<file path="src/sfd_pkg.sv">
// Shared types and constants for the SLIP frame decoder.
package sfd_pkg;

	localparam int STORE_DEPTH = 64;
	localparam int ADDR_W = (STORE_DEPTH > 1) ? $clog2(STORE_DEPTH) : 1;
	localparam int LEN_W = 7;
	localparam int BYTE_W = 8;

	localparam logic [LEN_W-1:0] LIMIT_RESET = LEN_W'(64);
	localparam logic [LEN_W-1:0] DEPTH_LEN = LEN_W'(STORE_DEPTH);

	localparam logic [BYTE_W-1:0] SYM_END = 8'hC0;
	localparam logic [BYTE_W-1:0] SYM_ESC = 8'hDB;
	localparam logic [BYTE_W-1:0] SYM_ESC_END = 8'hDC;
	localparam logic [BYTE_W-1:0] SYM_ESC_ESC = 8'hDD;

	typedef enum logic [1:0] {
		KIND_BYTE = 2'd0,
		KIND_EMPTY = 2'd1,
		KIND_OVERFLOW = 2'd2,
		KIND_BAD_ESCAPE = 2'd3
	} sfd_kind_t;

	typedef enum logic {
		ST_IDLE,
		ST_DRAIN
	} sfd_state_t;

	typedef struct packed {
		logic we;
		logic [ADDR_W-1:0] waddr;
		logic [BYTE_W-1:0] wdata;
		logic re;
		logic [ADDR_W-1:0] raddr;
	} sfd_mem_req_t;

endpackage

</file>
<file path="src/sfd_ram.sv">
// Frame store: one write port, one registered read port.
module sfd_ram
	import sfd_pkg::*;
(
	input logic clk,
	input sfd_mem_req_t req,
	output logic [BYTE_W-1:0] rdata
);

	logic [BYTE_W-1:0] mem [STORE_DEPTH];

	always_ff @(posedge clk) begin
		if (req.we) begin
			mem[req.waddr] <= req.wdata;
		end
	end

	// hold read data until the next read
	always_ff @(posedge clk) begin
		if (req.re) begin
			rdata <= mem[req.raddr];
		end
	end

endmodule

</file>
<file path="src/sfd_ctrl.sv">
// Decoder control: byte decode, frame store access, drain sequencer, output register.
module sfd_ctrl
	import sfd_pkg::*;
(
	input logic clk,
	input logic arst_n,
	input logic in_valid,
	output logic in_ready,
	input logic [BYTE_W-1:0] rx_byte,
	input logic cfg_valid,
	output logic cfg_ready,
	input logic [LEN_W-1:0] cfg_data,
	output logic out_valid,
	input logic out_ready,
	output logic [1:0] kind,
	output logic [BYTE_W-1:0] data,
	output logic last,
	output logic [LEN_W-1:0] frame_length,
	output sfd_mem_req_t mem_req,
	input logic [BYTE_W-1:0] mem_rdata
);

	sfd_state_t state_q, state_d;
	logic esc_q, esc_d;
	logic [LEN_W-1:0] cnt_q, cnt_d;
	logic [LEN_W-1:0] limit_q;
	logic [LEN_W-1:0] n_q, n_d;
	logic [LEN_W-1:0] rd_idx_q, rd_idx_d;
	logic rd_v_s1, rd_v_d;
	logic rd_last_s1, rd_last_d;

	logic out_valid_q, out_valid_d;
	sfd_kind_t kind_q, kind_d;
	logic [BYTE_W-1:0] data_q, data_d;
	logic last_q, last_d;
	logic [LEN_W-1:0] len_q, len_d;

	logic out_free, acc, adv, issue, full, do_store, res_v;
	logic [LEN_W-1:0] lim;
	logic [BYTE_W-1:0] sym;
	sfd_kind_t res_kind;

	assign cfg_ready = 1'b1;

	always_ff @(posedge clk or negedge arst_n) begin
		if (!arst_n) begin
			limit_q <= LIMIT_RESET;
		end else if (cfg_valid) begin
			limit_q <= cfg_data;
		end
	end

	always_ff @(posedge clk or negedge arst_n) begin
		if (!arst_n) begin
			state_q <= ST_IDLE;
			esc_q <= 1'b0;
			cnt_q <= '0;
			rd_v_s1 <= 1'b0;
			out_valid_q <= 1'b0;
		end else begin
			state_q <= state_d;
			esc_q <= esc_d;
			cnt_q <= cnt_d;
			rd_v_s1 <= rd_v_d;
			out_valid_q <= out_valid_d;
		end
	end

	always_ff @(posedge clk) begin
		n_q <= n_d;
		rd_idx_q <= rd_idx_d;
		rd_last_s1 <= rd_last_d;
		kind_q <= kind_d;
		data_q <= data_d;
		last_q <= last_d;
		len_q <= len_d;
	end

	always_comb begin
		state_d = state_q;
		esc_d = esc_q;
		cnt_d = cnt_q;
		n_d = n_q;
		rd_idx_d = rd_idx_q;
		rd_v_d = rd_v_s1;
		rd_last_d = rd_last_s1;
		out_valid_d = out_valid_q;
		kind_d = kind_q;
		data_d = data_q;
		last_d = last_q;
		len_d = len_q;
		mem_req = '0;
		do_store = 1'b0;
		res_v = 1'b0;
		res_kind = KIND_EMPTY;
		sym = rx_byte;

		out_free = !out_valid_q || out_ready;
		adv = rd_v_s1 && out_free;
		lim = (limit_q > DEPTH_LEN) ? DEPTH_LEN : limit_q;
		full = cnt_q >= lim;
		in_ready = 1'b0;
		issue = 1'b0;

		if (out_valid_q && out_ready) begin
			out_valid_d = 1'b0;
		end

		case (state_q)
			ST_IDLE: begin
				in_ready = out_free;
				acc = in_valid && out_free;
				if (acc) begin
					if (esc_q) begin
						if (rx_byte == SYM_ESC_END) begin
							do_store = 1'b1;
							sym = SYM_END;
						end else if (rx_byte == SYM_ESC_ESC) begin
							do_store = 1'b1;
							sym = SYM_ESC;
						end else begin
							res_v = 1'b1;
							res_kind = KIND_BAD_ESCAPE;
							esc_d = 1'b0;
							cnt_d = '0;
						end
					end else if (rx_byte == SYM_END) begin
						cnt_d = '0;
						if (cnt_q == '0) begin
							res_v = 1'b1;
							res_kind = KIND_EMPTY;
						end else begin
							n_d = cnt_q;
							rd_idx_d = '0;
							state_d = ST_DRAIN;
						end
					end else if (rx_byte == SYM_ESC) begin
						esc_d = 1'b1;
					end else begin
						do_store = 1'b1;
					end

					if (do_store) begin
						esc_d = 1'b0;
						if (full) begin
							// drop the byte and restart reception
							res_v = 1'b1;
							res_kind = KIND_OVERFLOW;
							cnt_d = '0;
						end else begin
							mem_req.we = 1'b1;
							mem_req.waddr = cnt_q[ADDR_W-1:0];
							mem_req.wdata = sym;
							cnt_d = cnt_q + LEN_W'(1);
						end
					end

					if (res_v) begin
						out_valid_d = 1'b1;
						kind_d = res_kind;
						data_d = '0;
						last_d = 1'b1;
						len_d = '0;
					end
				end
			end
			ST_DRAIN: begin
				acc = 1'b0;
				issue = (rd_idx_q < n_q) && (!rd_v_s1 || adv);
				if (adv) begin
					out_valid_d = 1'b1;
					kind_d = KIND_BYTE;
					data_d = mem_rdata;
					last_d = rd_last_s1;
					len_d = n_q;
					rd_v_d = 1'b0;
					// stay until the last byte reaches the output register
					if (rd_last_s1) begin
						state_d = ST_IDLE;
					end
				end
				if (issue) begin
					mem_req.re = 1'b1;
					mem_req.raddr = rd_idx_q[ADDR_W-1:0];
					rd_v_d = 1'b1;
					rd_last_d = (rd_idx_q + LEN_W'(1)) == n_q;
					rd_idx_d = rd_idx_q + LEN_W'(1);
				end
			end
			default: begin
				acc = 1'b0;
				state_d = ST_IDLE;
			end
		endcase
	end

	assign out_valid = out_valid_q;
	assign kind = kind_q;
	assign data = data_q;
	assign last = last_q;
	assign frame_length = len_q;

endmodule

</file>
<file path="src/slip_frame_decoder.sv">
// SLIP receive decoder top level: control plus frame store.
// A data or ESC byte gives no result; an error or
// empty frame result is valid the cycle after its byte transfers.
// An END closing an n-byte frame drains it through the store read port,
// one byte per cycle while the output is not stalled, set by the single frame store
// read port; input resumes after the last byte reaches the output register.
// Reset clears control state and sets the frame limit to 64; store contents are kept.
module slip_frame_decoder
	import sfd_pkg::*;
(
	input logic clk,
	input logic arst_n,
	input logic in_valid,
	output logic in_ready,
	input logic [BYTE_W-1:0] rx_byte,
	input logic cfg_valid,
	output logic cfg_ready,
	input logic [LEN_W-1:0] cfg_data,
	output logic out_valid,
	input logic out_ready,
	output logic [1:0] kind,
	output logic [BYTE_W-1:0] data,
	output logic last,
	output logic [LEN_W-1:0] frame_length
);

	sfd_mem_req_t mem_req;
	logic [BYTE_W-1:0] mem_rdata;

	sfd_ctrl u_ctrl (
		.clk(clk),
		.arst_n(arst_n),
		.in_valid(in_valid),
		.in_ready(in_ready),
		.rx_byte(rx_byte),
		.cfg_valid(cfg_valid),
		.cfg_ready(cfg_ready),
		.cfg_data(cfg_data),
		.out_valid(out_valid),
		.out_ready(out_ready),
		.kind(kind),
		.data(data),
		.last(last),
		.frame_length(frame_length),
		.mem_req(mem_req),
		.mem_rdata(mem_rdata)
	);

	sfd_ram u_ram (
		.clk(clk),
		.req(mem_req),
		.rdata(mem_rdata)
	);

endmodule

</file>
<file path="config.mk">
export PLATFORM = sky130hd
export DESIGN_NAME = slip_frame_decoder
export DESIGN_NICKNAME = d
export VERILOG_FILES = /design/src/sfd_pkg.sv /design/src/sfd_ram.sv /design/src/sfd_ctrl.sv /design/src/slip_frame_decoder.sv
export SDC_FILE = /design/constraint.sdc
export NUM_CORES = 1
export LEC_CHECK = 0
export BUFFER_PORTS_ARGS = -buffer_cell sky130_fd_sc_hd__buf_4
export CAP_MARGIN = 0
export CORE_AREA = 2 2 246 248
export CTS_BUF_LIST = sky130_fd_sc_hd__clkbuf_8
export DETAILED_ROUTE_END_ITERATION = 8
export DIE_AREA = 0 0 248 250
export HOLD_SLACK_MARGIN = 0.08
export RECOVER_POWER = 50
export SYNTH_ARGS = -nofsm -noshare
export SYNTH_HDL_FRONTEND = slang
export SYNTH_SLANG_ARGS = --single-unit
</file>
<file path="constraint.sdc">
create_clock -name clk -period 9.5 [get_ports clk]
set_clock_uncertainty 0.05 [all_clocks]
set_input_delay 1.9 -clock clk [delete_from_list [all_inputs] [get_ports clk]]
set_output_delay 1.9 -clock clk [all_outputs]
set_load 0.02 [all_outputs]
</file>
# --- Word level (Yosys, flattened, before mapping) ---
# Memory sizes are Yosys's and may differ from the RTL's. A register that Yosys moved wholly into a read port is not among the register bits.
# Cells that the tools add are included.
word_totals:
  input_bits: 20
  word_cells: 134
  ff_bits: 51
  mem_bits_rw: 512
  n_memories: 1
mem_list:
  columns: ["name", "depth", "width", "read_ports", "rd_ports_with_merged_regs", "write_ports", "line_no", "rtl"]
  rows:
  - ["u_ram.mem", 64, 8, 1, 1, 1, "sfd_ram.sv:10", "logic [BYTE_W-1:0] mem [STORE_DEPTH];"]
op_classes:
  n_lt_le_gt_ge: 3
  eq_ne: 14
  n_reduce_logical: 18
  bitwise: 3
  n_mux: 80
  addsub: 2
op_table:
  columns: ["operator", "n"]
  rows:
  - ["$mux W7", 17]
  - ["$mux W15", 4]
  - ["$mux W8", 6]
  - ["$mux W1", 38]
  - ["$eq A8 B8 Y1 const B", 4]
  - ["$pmux W7 S2", 2]
  - ["$mux W2", 8]
  - ["$pmux W8 S2", 1]
  - ["$reduce_and A5 Y1", 3]
  - ["$add A7 B1 Y7 const B", 2]
  - ["$ne A2 B2 Y1 const B", 5]
  - ["$eq A7 B7 Y1", 1]
  - ["$ge A7 B7 Y1", 1]
  - ["$gt A7 B7 Y1 const B", 1]
  - ["$logic_not A7 Y1", 1]
  - ["$lt A7 B7 Y1", 1]
  - ["$ne A3 B3 Y1 const B", 2]
  - ["$pmux W1 S2", 3]
  - ["$reduce_and A2 Y1", 3]
  - ["$logic_and A1 B1 Y1", 4]
  - ["$ne A2 B1 Y1 const B", 2]
  - ["$pmux W2 S2", 1]
  - ["$not A1 Y1", 3]
  - ["$reduce_and A3 Y1", 1]
  - ["4 further kinds", 6]

# --- Longest topological paths before layout ---
# Gate-level depths: netlist (run 1).
depth:
  word_depth: 12
  depth_mapped: 15

# --- Cells and area by module ---
# Synthesis (run 1) repeated with hierarchy kept, for this count alone.
unflattened:
  hier_cells: 1187
  area_unflattened_um2: 23047.1
modules_own_cells:
  columns: ["module", "cells_per_inst", "area_per_inst_um2", "n_inst"]
  rows:
  - ["sfd_ram", 940, 20246.9, 1]
  - ["sfd_ctrl", 247, 2800.2, 1]

# --- Worst setup path after synthesis (run 1) ---
# Ideal clock, no wire load.
synth_path:
  kind: "input -> register"
  start: "input rx_byte[6]"
  end: "memory u_ram.mem[0][3], data pin"
  setup_slack_ns: 2.962
  t_arrival_ns: 5.777
  setup_time_ns: 0.712
  path_stages: 9
  cell_sequence: "nand2_1 nor2_1 nand4_1 o21a_1 a21oi_1 buf_2 nand3_1 clkbuf_1 nor3b_1"
synth_lines:
  columns: ["item", "line_no", "rtl"]
  rows:
  - ["start, declared", "slip_frame_decoder.sv:15", "input logic [BYTE_W-1:0] rx_byte,"]
  - ["end, declared", "sfd_ram.sv:10", null]

==> results of run 1 <==
-- routing by layer --
layer,vias up,GRT usage [%],wire length [um]
li1,5743,-,-
met1,6663,25.95,24530
met2,587,29.26,26990
met3,100,4.237,4670
met4,2,6.570,1501
met5,-,0,13
-- sequential cells by signal (all words and copies together), names as in the netlist --
name,count
u_ram.mem,512
u_ctrl.data,8
u_ram.rdata,8
u_ctrl.cnt_q,7
u_ctrl.frame_length,7
u_ctrl.limit_q,7
u_ctrl.n_q,7
u_ctrl.rd_idx_q,7
u_ctrl.kind,2
u_ctrl.esc_q,1
u_ctrl.last,1
u_ctrl.out_valid,1
u_ctrl.rd_last_s1,1
u_ctrl.rd_v_s1,1
u_ctrl.state_q,1
-- cells in the mapped netlist, drive strengths merged (17+ instances only) --
library cell	n	area share, %
clkbuf	46	0.73
a21oi	55	1.2
dfrtp	17	1.8
and2	24	0.64
mux2i	40	1.7
edfxtp	553	70
o21ai	54	1.1
nor2	111	1.8
mux2	31	1.5
nor2b	21	0.56
inv	28	0.45
buf	46	1.1
nor3	20	0.45
nand2	67	1.1
mux4	81	7.7
ha	17	0.90
a31oi	19	0.53
nand2b	21	0.56
-- final timing paths --
kind	endpoint	startpoint	slack [ps]
worst max-delay path	u_ram.mem[43][4]$_DFFE_PP_	rx_byte[7]	2520
worst min-delay path	u_ctrl.limit_q[0]$_DFFE_PN0P_	u_ctrl.limit_q[0]$_DFFE_PN0P_	460
worst max register to register	u_ram.mem[43][4]$_DFFE_PP_	u_ctrl.cnt_q[0]$_DFFE_PN0P_	2980
worst min register to register	u_ctrl.limit_q[0]$_DFFE_PN0P_	u_ctrl.limit_q[0]$_DFFE_PN0P_	460
max in group asynchronous	u_ctrl.out_valid$_DFF_PN0_	arst_n	7420
min in group asynchronous	u_ctrl.limit_q[5]$_DFFE_PN0P_	arst_n	1330
-- metrics by stage --
| stage | util [%] | cell area (um^2) |
|---|---|---|
| 2_1_floorplan | - | 23580 |
| 3_3_place_gp | 41.31 | 24610 |
| 3_5_place_dp | 41.31 | 24610 |
| 4_1_cts | 44.22 | 26340 |
| 5_1_grt | 43.97 | 26190 |
| 6_report | 43.97 | 26190 |
-- cells in the final DEF (no fill, tap or decap), types with 20 or more instances in the layout --
master	n
nor2_1	110
clkinv_2	22
clkbuf_1	33
o21ai_0	53
mux2_2	31
buf_4	21
nand2b_1	21
a21oi_1	55
inv_1	43
edfxtp_1	553
nor2b_1	21
nand2_1	67
clkbuf_8	93
clkinv_1	20
mux2i_1	40
mux4_2	81
-- report_power, final --
part | switching [W] | leakage (nW) | internal, W
sequential | 0.0000396 | 5.33 | 0.00288
combinational | 0.000298 | 2.16 | 0.0000732
clock | 0.000984 | 0.958 | 0.00103
-- final cells by class --
| cell class | count | share of cell area, % |
|---|---|---|
| inverter | 30 | 0.4347 |
| clock buffer | 93 | 4.887 |
| antenna | 1 | 0.009555 |
| sequential | 571 | 65.13 |
| clock inverter | 70 | 1.734 |
| multi-input combinational | 730 | 22.87 |
| timing repair buffer | 57 | 1.199 |
| tap | 782 | 3.736 |
-- cell families after synthesis --
| family | Yosys count | share of synthesized area [%] |
|---|---|---|
| buf+inv | 122 | 2.309 |
| simple gates | 305 | 6.088 |
| compound gates | 244 | 7.006 |
| xor+xnor | 11 | 0.4087 |
| other cells | 1 | 0.01591 |
| flops | 571 | 72.35 |
| mux | 152 | 10.92 |
| fa+ha+maj | 17 | 0.9022 |
==> results.toml, run 1 <==
[hold_path]
hold_path.class = "reg -> reg"
worst_hold_path.num_cells = 1

[cts]
clock_tree_from_tritoncts = "yes"
clkSlewWorstSetupHoldPaths_ps = 60
cts_made_buffers = 91
ctsLongestPathBuffers = 3
insertion_delay_of_the_later_clocked_pin_in_the_worst_skew_pair_ps = 690
cts_htree_levels = 3
ctsRootBufferMaster = "clkbuf_8"
tritoncts_num_sinks = 571
cts_hold_buf = 0
post-cts-setup-buffer-count = 0
cts-resized-gates = 0

[yosys]
fraction_of_synthesis_flops_using_an_asynchronous_set_or_reset_pin_pct = 3.152
synth_ff_type = "edfxtp_1"
synth_seq_area_share_pct = 72.35
total_nets_after_synthesis = 1460
postSynthRegisterBits = 571
ys.warnings.count = 0
synth-edff-count = 553
syn-instance-count = 1423
mappedNetlistArea_mm2 = 0.02358
synth.avg_cell_area_um2 = 16.57
synthDistinctLibCells = 64

[timing]
report.final.setup_viol = 0
worst_pin_slew_ps = 4387
fin_tns_setup_ps = 0
maxSlewHeadroom_pct = -192.5
period_needed_ps = 6975
report.final.slew_viol_count = 536
final.period_utilization_pct = 73.42
setup_repair_after_global_routing_missed_its_margin = "no"
fin_ws_ps = 2525
final_hold_viol_count = 0
timing.fmax_mhz = 143.4
hold_ws_ps = 458.9

[finish]
post_route_cells_drive_above_1_share_pct = 18.18
instances_no_fill = 2334
layout.filler_cells = 5214
multi_input_comb_area_mm2 = 0.005989
ff_latch_area_mm2 = 0.01706
final_net_count = 1518
flow.area_growth_from_synthesis_pct = 11.09

[worst_setup_path]
slowest_cell_delay_on_critical_path_ps = 2380
crit_path_end_kind = "flip-flop"
worst_setup_path_start_kind = "input port"
category_of_the_most_critical_setup_path = "in -> reg"
data_required_time_of_the_worst_path_ps = 9420
rr_worst_depth = 11
largest_delay_contributor_family_on_the_critical_path = "buffers and inverters"
critical_path_arrival_ps = 6900
most_numerous_cell_on_the_critical_path = "clkbuf_1"
critical_path_depth = 10
worst-path-max-fanout = 64
path_cells = "clkbuf_1 -> nand2_1 -> nor2_1 -> nand4_1 -> o21a_1 -> a21oi_1 -> nand3_1 -> clkbuf_1 -> nor3b_1 -> clkbuf_1"
cpMaxStageDelayCell = "clkbuf_1"
timing.critical_path.buf_inv = 3

[global_route]
antenna_violations_before_repair = 2
globalRoute.totalOverflow = 0
groute.usage.overall_pct = 18.79
global_route_wire_length_before_repair_mm = 85.91
grt_start_max_net_pins = 162
first_global_vias = 13120

[die]
die_w_um = 248
io_pins = 41
core_area_mm2 = 0.05957
die_area_mm2 = 0.06200
num_rows = 90
floorplan.initialDensity_pct = 39.58
die_h_um = 250

[routing]
postRouteAntennaNets = 0
vias = 13100
drt-total-wl_mm = 57.71
wire_per_inst_um = 24.72
drt_pre_antenna_iters = 6
vias_per_cell = 5.611
starting_drt_drc_count = 1263
drc = 0

[power_and_ir_drop]
power_w = 0.005308
powerDensity_mw_per_mm2 = 202.7
ir_drop_uv = 123.3
cellLeakagePower_nw = 8.441

[flow_run]
number_of_violations_of_the_max_capacitance_limit = 7

[placement]
post-dp-hpwl_mm = 34.13
port_bufs = 39
gp_routability_congestion = 0.8623
place_worst_setup_slack_ps = 3722
numPlacedInstances = 2170

[outcome]
result_of_the_run = "finished, violations left"
violations_in_the_final_reports = "capacitance limit, slew limit"
Power figures use the tool's default switching activity.
==> inputs of run 2 (changes only) <==
- ABC_AREA: default -> 1
- CORE_AREA: 2 2 246 248 -> 2 2 256 258
- DIE_AREA: 0 0 248 250 -> 0 0 258 260
- clock period: 9.5 -> 6.1 ns (I/O delays scaled with it)
==> run 2 against run 1 <==
  * The flow still finishes with violations (capacitance limit, slew limit)
  * Flip-flop and latch count unchanged
  * Global-route usage up 0.94 points
  * First-iteration DRC count up 31%
  * Synthesized cell count up 74%
  * Hold slack better by 35 ps
  * Via count up 32%
  * Combinational power up 56%
  * Non-clock buffer count up 8
  * Sequential power up 56%
  * Highest routed layer is now met4
  * Area after synthesis up 8.3%
  * Sequential share of layout area down 4.7 points
  * Critical endpoint is now u_ram.rdata[2]$_DFFE_PP_
==> results.toml, run 2 <==
[cts]
post-cts-setup-buffer-count = 0
insertion_delay_of_the_later_clocked_pin_in_the_worst_skew_pair_ps = 690
cts_htree_levels = 3
ctsRootBufferMaster = "clkbuf_8"
clock_tree_from_tritoncts = "yes"
clkSlewWorstSetupHoldPaths_ps = 60
tritoncts_num_sinks = 571
ctsLongestPathBuffers = 3
cts_hold_buf = 0
cts_made_buffers = 96
cts-resized-gates = 0

[global_route]
groute.usage.overall_pct = 19.73
globalRoute.totalOverflow = 0
antenna_violations_before_repair = 1
first_global_vias = 17260
global_route_wire_length_before_repair_mm = 100.7
grt_start_max_net_pins = 128

[finish]
final_net_count = 2564
layout.filler_cells = 6044
instances_no_fill = 3458
post_route_cells_drive_above_1_share_pct = 9.070
largest_reg_by_ff_count = "u_ram.mem"
largest_reg_flops = 512
layout.cells.most_common = "edfxtp_1"
flow.area_growth_from_synthesis_pct = 10.61
finish.utilization_pct = 44.04
commonest_cells_after_routing_fill_and_taps_aside = "edfxtp_1 (553), nand2_1 (494), inv_1 (470)"

[worst_setup_path]
data_required_time_of_the_worst_path_ps = 6590
category_of_the_most_critical_setup_path = "reg -> reg"
timing.critical_path.buf_inv = 4
critical_path_depth = 16
cpMaxStageDelayCell = "clkbuf_1"
worst_setup_path_start_kind = "flip-flop"
worst-path-max-fanout = 41
crit_path_end_kind = "flip-flop"
path_cells = "buf_4 -> clkinv_1 -> ha_1 -> inv_1 -> nand3_1 -> nand2_1 -> nand2_1 -> nand3_1 -> nor2_1 -> clkbuf_1 -> o2111ai_1 -> nand3_1 -> nand3_1 -> nand3_1 -> nand3_1 -> nand2_1"
rr_worst_depth = 16
critical_path_arrival_ps = 5370
slowest_cell_delay_on_critical_path_ps = 1610
largest_delay_contributor_family_on_the_critical_path = "buffers and inverters"
most_numerous_cell_on_the_critical_path = "nand3_1"

[hold_path]
worst_hold_path.num_cells = 2
hold_path.class = "reg -> reg"

[routing]
postRouteAntennaNets = 0
vias_per_cell = 4.999
vias = 17290
drc = 0
wire_per_inst_um = 18.87
starting_drt_drc_count = 1654
drt-total-wl_mm = 65.26
drt_pre_antenna_iters = 5

[yosys]
synth_ff_type = "edfxtp_1"
ys.warnings.count = 0
postSynthRegisterBits = 571
mappedNetlistArea_mm2 = 0.02553
post_synthesis_mux_area_share_pct = 0.1765
synth_top_cells_by_area = "edfxtp_1 (65%), nand3_1 (8.2%), nand2_1 (7.2%)"
yosys.area.top_type = "edfxtp_1"
yosysTopAreaCellShare_pct = 65.06
post_synth_and_or_nand_nor_area_fraction_pct = 21.51
ys_top_cells_by_count = "edfxtp_1 (553), nand2_1 (492), inv_1 (437), nand3_1 (416), nor2_1 (230)"
synth-edff-count = 553
fraction_of_synthesis_flops_using_an_asynchronous_set_or_reset_pin_pct = 3.152
yosys.area_share.adder_pct = 0.8333
syn-instance-count = 2477
synthDistinctLibCells = 42
synth-compound-area-share_pct = 1.872
synthXorXnorAreaFrac_pct = 0.1716
total_nets_after_synthesis = 2514
combinational_family_with_the_most_area_after_synthesis = "simple AND/OR/NAND/NOR gates"
synth_seq_area_share_pct = 66.83
yosys.cell_count.top_type = "edfxtp_1"
synth.avg_cell_area_um2 = 10.31

[timing]
fin_ws_ps = 1225
timing.fmax_mhz = 205.1
period_needed_ps = 4875
worst_pin_slew_ps = 2798
fin_tns_setup_ps = 0
final_hold_viol_count = 0
report.final.setup_viol = 0
maxSlewHeadroom_pct = -88.49
report.final.slew_viol_count = 482
setup_repair_after_global_routing_missed_its_margin = "no"
hold_ws_ps = 493.5
final.period_utilization_pct = 79.92

[flow_run]
number_of_violations_of_the_max_capacitance_limit = 9

[outcome]
violations_in_the_final_reports = "capacitance limit, slew limit"
result_of_the_run = "finished, violations left"

[power_and_ir_drop]
intPower_w = 0.006212
p_seq_share_pct = 55.4
cellLeakagePower_nw = 11.73
powerDensity_mw_per_mm2 = 290.9
clock_network_fraction_of_total_power_pct = 37.6
power_frac_comb_pct = 7.0
ir_drop_uv = 142.3
swShare_pct = 24.38
p_sw_w = 0.002002

[die]
die_w_um = 258
floorplan.initialDensity_pct = 39.81
io_pins = 41
num_rows = 93
core_area_mm2 = 0.06412
die_h_um = 260
die_area_mm2 = 0.06708

[placement]
post-dp-hpwl_mm = 38.82
port_bufs = 39
place_worst_setup_slack_ps = 1395
numPlacedInstances = 3284
gp_routability_congestion = 0.8636
==> run 2: cell types whose count changed in the layout (fill, tap and decap cells not counted), sizes merged, moves of 27 or more <==
cell / delta
a21oi: -45
inv: +426
mux2: -27
mux2i: -40
mux4: -81
nand2: +429
nand3: +401
nor2: +123
or2: +60
==> run 2: final timing paths <==
check | start | endpoint | slack, ps
setup / recovery | u_ctrl.rd_idx_q[0]$_SDFFCE_PN0P_ | u_ram.rdata[2]$_DFFE_PP_ | 1220
hold / removal | u_ctrl.limit_q[6]$_DFFE_PN1P_ | u_ctrl.limit_q[6]$_DFFE_PN1P_ | 490
setup reg to reg | u_ctrl.rd_idx_q[0]$_SDFFCE_PN0P_ | u_ram.rdata[2]$_DFFE_PP_ | 1220
hold reg to reg | u_ctrl.limit_q[6]$_DFFE_PN1P_ | u_ctrl.limit_q[6]$_DFFE_PN1P_ | 490
max in group asynchronous | arst_n | u_ctrl.cnt_q[4]$_DFFE_PN0P_ | 4730
min in group asynchronous | arst_n | u_ctrl.out_valid$_DFF_PN0_ | 660
==> run 2: cell families (layout without fill, tap and decap cells) <==
logic type               after synthesis  count (layout)
buffers and inverters                554             679
AO/OA/AOI/OAI                         80              80
other                                  1               2
XOR/XNOR                               5               5
adder cells (fa/ha/maj)               17              17
flip-flops                           571             571
multiplexers                           4               4
AND/OR/NAND/NOR                     1245            1245
==> run 2: cell type report <==
cell class	instances	area, um^2	area share, %
Antenna cell	1	2.502	0.008863
Sequential cell	571	17060	60.42
Tap cell	855	1070	3.789
Timing Repair Buffer	65	430.4	1.524
Clock inverter	72	337.8	1.197
Inverter	441	1655	5.863
Clock buffer	101	1390	4.924
Multi-Input combinational cell	1352	6290	22.28
==> run 2: through the flow <==
stage               cell area, um^2  total power, W
floorplan                     25530        0.004901
global placement              26670        0.005209
detailed placement            26670        0.005222
CTS                           28390        0.008297
global route                  28230        0.008511
finish                        28230        0.008214
==> run 2: worst register-to-register path: stages (launching register included) <==
cell	delay [ps]
edfxtp_1	350
buf_4	260
clkinv_1	450
ha_1	230
inv_1	50
nand3_1	60
nand2_1	60
nand2_1	60
nand3_1	70
nor2_1	240
clkbuf_1	1610
o2111ai_1	480
nand3_1	230
nand3_1	120
nand3_1	150
nand3_1	190
nand2_1	120
==> run 2: power by group through the flow <==
stage          clock network (W)  registers (W)  logic [W]
2_1_floorplan                  0        0.00463   0.000273
3_3_place_gp                   0        0.00461   0.000599
3_5_place_dp                   0        0.00461   0.000610
4_1_cts                  0.00315        0.00453   0.000611
5_1_grt                  0.00333        0.00455   0.000627
6_report                 0.00309        0.00455   0.000578
==> run 2: per-layer routing <==
metal  vias up  global-route usage [%]  wire (um)
met5         -                       0          0
met4         0                   8.333       2120
met3       137                   3.655       4569
met2       635                   32.62      30910
met1      8275                   25.56      27660
li1       8240                       -          -
